`src/rtl/pointer_to_view_coordinate_mapper_core_defines.svh`:
```
// Assertion macros for the pointer-to-view mapper.
// Each macro expects clk_i and rst_ni in scope.
`ifndef POINTER_TO_VIEW_COORDINATE_MAPPER_CORE_DEFINES_SVH
`define POINTER_TO_VIEW_COORDINATE_MAPPER_CORE_DEFINES_SVH

`ifndef SYNTH
`define PVCM_ASSERT(lbl, prop) \
  lbl: assert property (@(posedge clk_i) disable iff (!rst_ni) prop) \
    else $error("pvcm: property failed");
`define PVCM_NEVER(lbl, expr) \
  lbl: assert property (@(posedge clk_i) disable iff (!rst_ni) !(expr)) \
    else $error("pvcm: forbidden condition seen");
`else
`define PVCM_ASSERT(lbl, prop)
`define PVCM_NEVER(lbl, expr)
`endif

`endif

```
`src/rtl/pvcm_pkg.sv`:
```
package pvcm_pkg;

  localparam int VP_W      = 14;
  localparam int CFG_W     = 32;
  localparam int IN_W      = 20;
  localparam int OUT_W     = 40;
  localparam int MODE_W    = 3;
  localparam int CFG_IDX_W = 3;

  typedef enum logic [MODE_W-1:0] {
    MODE_CENTRE_UP = 3'd0,
    MODE_CENTRE_DN = 3'd1,
    MODE_ASPECT_UP = 3'd2,
    MODE_ASPECT_DN = 3'd3,
    MODE_BOX_LL    = 3'd4,
    MODE_BOX_UL    = 3'd5
  } pvcm_mode_e;

  typedef enum logic [CFG_IDX_W-1:0] {
    CFG_VIEWPORT_W = 3'd0,
    CFG_VIEWPORT_H = 3'd1,
    CFG_UNITS      = 3'd2,
    CFG_BOX_W      = 3'd3,
    CFG_BOX_H      = 3'd4
  } pvcm_cfg_e;

  localparam logic signed [OUT_W-1:0] OUT_MAX = {1'b0, {(OUT_W-1){1'b1}}};
  localparam logic signed [OUT_W-1:0] OUT_MIN = {1'b1, {(OUT_W-1){1'b0}}};

  // Per-item flags that travel alongside the divider data
  typedef struct packed {
    logic neg_x;
    logic neg_y;
    logic blank;
  } pvcm_side_t;

endpackage

```
`src/rtl/pvcm_sat.sv`:
```
module pvcm_sat import pvcm_pkg::*; #(
  parameter int QW = 58
) (
  input  logic                    clk_i,
  input  logic                    rst_ni,
  input  logic                    valid_i,
  input  logic [QW-1:0]           quo_x_i,
  input  logic [QW-1:0]           quo_y_i,
  input  pvcm_side_t              side_i,
  output logic                    done_o,
  output logic signed [OUT_W-1:0] view_x_o,
  output logic signed [OUT_W-1:0] view_y_o,
  output logic                    clipped_o
);

  // Apply sign and clamp to the output range; top bit returns the clip flag
  function automatic logic [OUT_W:0] sat_coord(logic [QW-1:0] q, logic neg);
    logic [QW-1:0]    lim;
    logic             clip;
    logic [OUT_W-1:0] val;
    lim  = QW'(OUT_MAX) + QW'(neg);
    clip = q > lim;
    if (clip) begin
      val = neg ? OUT_MIN : OUT_MAX;
    end else begin
      val = neg ? OUT_W'(-q[OUT_W-1:0]) : q[OUT_W-1:0];
    end
    return {clip, val};
  endfunction

  logic [OUT_W:0] rx, ry;

  always_comb begin
    rx = sat_coord(quo_x_i, side_i.neg_x);
    ry = sat_coord(quo_y_i, side_i.neg_y);
    if (side_i.blank) begin
      rx = '0;
      ry = '0;
    end
  end

  logic done_q, clipped_q;

  always_ff @(posedge clk_i or negedge rst_ni) begin
    if (!rst_ni) begin
      done_q    <= 1'b0;
      clipped_q <= 1'b0;
    end else begin
      done_q    <= valid_i;
      clipped_q <= valid_i && (rx[OUT_W] || ry[OUT_W]);
    end
  end

  always_ff @(posedge clk_i) begin
    view_x_o <= $signed(rx[OUT_W-1:0]);
    view_y_o <= $signed(ry[OUT_W-1:0]);
  end

  assign done_o    = done_q;
  assign clipped_o = clipped_q;

endmodule
```
`config.mk`:
```
export PLATFORM = sky130hd
export DESIGN_NAME = pvcm_sat
export DESIGN_NICKNAME = d
export VERILOG_FILES = /design/src/rtl/pointer_to_view_coordinate_mapper_core_defines.svh /design/src/rtl/pvcm_pkg.sv /design/src/rtl/pvcm_sat.sv
export SDC_FILE = /design/constraint.sdc
export NUM_CORES = 1
export LEC_CHECK = 0
export ABC_AREA = 1
export BUFFER_PORTS_ARGS = -buffer_cell sky130_fd_sc_hd__buf_2
export CORE_MARGIN = 4
export CORE_UTILIZATION = 37
export DETAILED_ROUTE_END_ITERATION = 6
export HOLD_SLACK_MARGIN = 0.03
export SLEW_MARGIN = 5
export SYNTH_ARGS = -nofsm -noshare
export SYNTH_HDL_FRONTEND = slang
export SYNTH_SLANG_ARGS = --single-unit
```
`constraint.sdc`:
```
create_clock -name clk_i -period 0.9 [get_ports clk_i]
set_input_delay 0.18 -clock clk_i [delete_from_list [all_inputs] [get_ports clk_i]]
set_output_delay 0.18 -clock clk_i [all_outputs]
set_load 0.005 [all_outputs]
```
==> impl_metrics.env <==
export IMPL_status="finished with violations"
export IMPL_violations="setup timing"
export IMPL_avgSynthCellArea_um2=6.76
export IMPL_h_tree_depth=3
export IMPL_dp_hpwl_mm=19.8
export IMPL_ys_seq_elements=82
export IMPL_synth_edf_count=0
export IMPL_min_period_ns=1.82
export IMPL_cts_buffers=9
export IMPL_max_freq_mhz=550
export IMPL_finalNonFillerCells=1789
export IMPL_placed_area_um2=10600
export IMPL_syn2layout_area_growth_pct=71.9
export IMPL_slew_headroom_pct=70.1
export IMPL_first_iter_violations=481
export IMPL_worstSetupEndpointType="register"
export IMPL_drive_gt1_share_pct=52.5
export IMPL_rows=51
export IMPL_synthCells=1091
export IMPL_synthTopCellsByArea="dfxtp_1, nand2_1, ha_1, a21oi_2, nor2_1"
export IMPL_clock_sinks=82
export IMPL_antennaDiodeCount=0
export IMPL_root_buffer="clkbuf_16"
export IMPL_worstSetupStartpointType="input pin"
export IMPL_power_frac_clock_pct=31.6
export IMPL_gp_congestion=0.890
export IMPL_ys_warn_count=0
export IMPL_finalHoldViolCount=0
export IMPL_syn_nets=1295
export IMPL_vias_per_cell=4.80
export IMPL_seqPwrFrac_pct=32.7
export IMPL_critical_path_arrival_ns=2.12
export IMPL_cp_startpoint="side_i[2]"
export IMPL_dpl_cell_count=1747
export IMPL_die_area_um2=22300
export IMPL_grt_max_degree=33
export IMPL_path_clk_slew_ns=0.07
export IMPL_wl_per_cell_um=15.0
export IMPL_first_global_vias=8287
export IMPL_fin_crit_sh_pct=202
export IMPL_yosys_area_top_type="dfxtp_1"
export IMPL_portBuffers=203
export IMPL_die_width_um=149
export IMPL_drv_cap=0
export IMPL_drtAntennaViolNets=0
export IMPL_worst_pin_slew_ns=0.444
export IMPL_io_pins=204
export IMPL_dr_pass1_iters=5
export IMPL_fill_cells=1692
export IMPL_hp_start="side_i[0]"
export IMPL_finalInstanceArea_um2=12700
export IMPL_switching_share_pct=34.1
export IMPL_combPwrFrac_pct=35.7
export IMPL_p_switching_uw=4080
export IMPL_ys_types=44
export IMPL_drv_slew=0
export IMPL_power_density_nw_per_um2=944
export IMPL_worstPathRequired_ns=1.20
export IMPL_synth_ff_type="dfxtp_1"
export IMPL_layout_common_cells="nand2_1, buf_4, buf_2"
export IMPL_ir_drop_uv=880
export IMPL_synthArstFlopShare_pct=2.44
export IMPL_vias=8587
export IMPL_cts_tree="built"
export IMPL_core_area_um2=19500
export IMPL_hp_class="input pin to register"
export IMPL_layout_commonest_cell="nand2_1"
export IMPL_critical_path_max_fanout=7
export IMPL_final_nets=1723
export IMPL_crit_type="input pin to register"
export IMPL_initial_core_util_pct=37.8
export IMPL_remaining_drc_errors=0
export IMPL_syn_area_um2=7380
export IMPL_yosysTopAreaCellShare_pct=21.7
export IMPL_ys_seq_area_share_pct=22.4
export IMPL_post_place_ws_ns=-1.32
export IMPL_grt_remaining_overflow=0
export IMPL_whs_ns=0.0737
export IMPL_rsz0062_at_grt="yes"
export IMPL_p_leak_uw=0.00627
export IMPL_finalSetupViolations=163
export IMPL_antenna_found_initial=1
export IMPL_wirelength_mm=26.8
export IMPL_intPower_uw=7890
export IMPL_final_setup_worst_slack_ns=-0.919
export IMPL_grt_usage_pct=22.8
export IMPL_clk_path_buf_depth=2
export IMPL_grt_pass1_wl_mm=41.0
export IMPL_die_y_um=149
==> flip-flops by register name (all words and copies together) (netlist names) <==
register   count
view_y_o      40
view_x_o      40
clipped_o      1
done_o         1
==> power groups by stage <==
stage	registers [uW]	logic (uW)	clock network, uW
after floorplan	3980	1690	0
after detailed placement	3960	3450	0
final	3920	4280	3780
after CTS	3900	3930	3850
after global placement	3970	3390	0
after global routing	3930	4700	3980
==> worst max-delay path, stage by stage <==
cell      delay (ns)
buf_12          0.13
buf_12          0.15
buf_8           0.13
ha_1            0.29
nand2_2         0.06
inv_2           0.07
nand2_1         0.06
a21oi_1         0.14
nor2_1          0.07
nand2_1         0.08
clkinv_2        0.07
nand2_4         0.08
buf_6           0.12
nand2_8         0.11
buf_12          0.18
and2_4          0.15
nor2_4          0.06
==> metal layers <==
layer	vias to the layer above	wire length (um)	GRT usage (%)
met5	-	7	0
met4	2	391	5.40
met3	27	1590	4.59
met2	216	12400	37.5
met1	3941	12400	30.9
li1	4401	-	-
==> cells by family after synthesis <==
logic type | synth area share (%)
AOI/OAI and AO/OA | 14.4
xor gates and xnor gates | 6.88
adders and majority gates | 13.9
buffers and inverters | 8.51
DFF | 22.4
and+or+nand+nor | 34.0
==> path summary, 6_finish.rpt <==
path	cells past startpoint	end	slack (ns)
max in group asynchronous	2	clipped_o	0.67
min in group asynchronous	2	done_o	0.14
setup / recovery	17	view_x_o[39]	-0.92
hold / removal	2	view_y_o[0]	0.07
==> synthesized netlist by cell type (12+ instances only) <==
master   number
nand2_1     318
nor2_1      129
inv_1       103
ha_1         82
dfxtp_1      80
a21oi_2      79
nand3_1      59
xor2_1       45
a21oi_1      33
nand4_1      19
o21ai_0      19
xnor2_1      13
nor2_2       12
==> stage by stage <==
stage | util (%) | power, uW | TNS, ns
after floorplan | - | 5680 | -61.13
after global placement | 54.2 | 7370 | -98.51
after detailed placement | 54.2 | 7410 | -101.05
after CTS | 61.5 | 11700 | -70.14
after global routing | 65.0 | 12600 | -81.66
final | 65.0 | 12000 | -73.47
==> final cells by class <==
| type | instances | area, um^2 | area share, % |
|---|---|---|---|
| clock buffers | 9 | 225 | 1.78 |
| repair buffers | 452 | 3590 | 28.3 |
| multi-input cells | 867 | 6350 | 50.0 |
| flip-flops and latches | 82 | 1700 | 13.4 |
| clock inverters | 7 | 81.3 | 0.641 |
| inverters | 107 | 410 | 3.24 |
| well taps | 265 | 332 | 2.61 |
==> what timing repair did <==
action	4_1_cts	5_1_grt
pin swaps	36	35
hold buffers	2	0
cloned	10	4
setup endpoints to repair	163	163
gates resized for setup	184	99
endpoints found under the hold margin	3	0
setup buffers	6	5
Note: power is estimated with default switching activity, not from simulation.
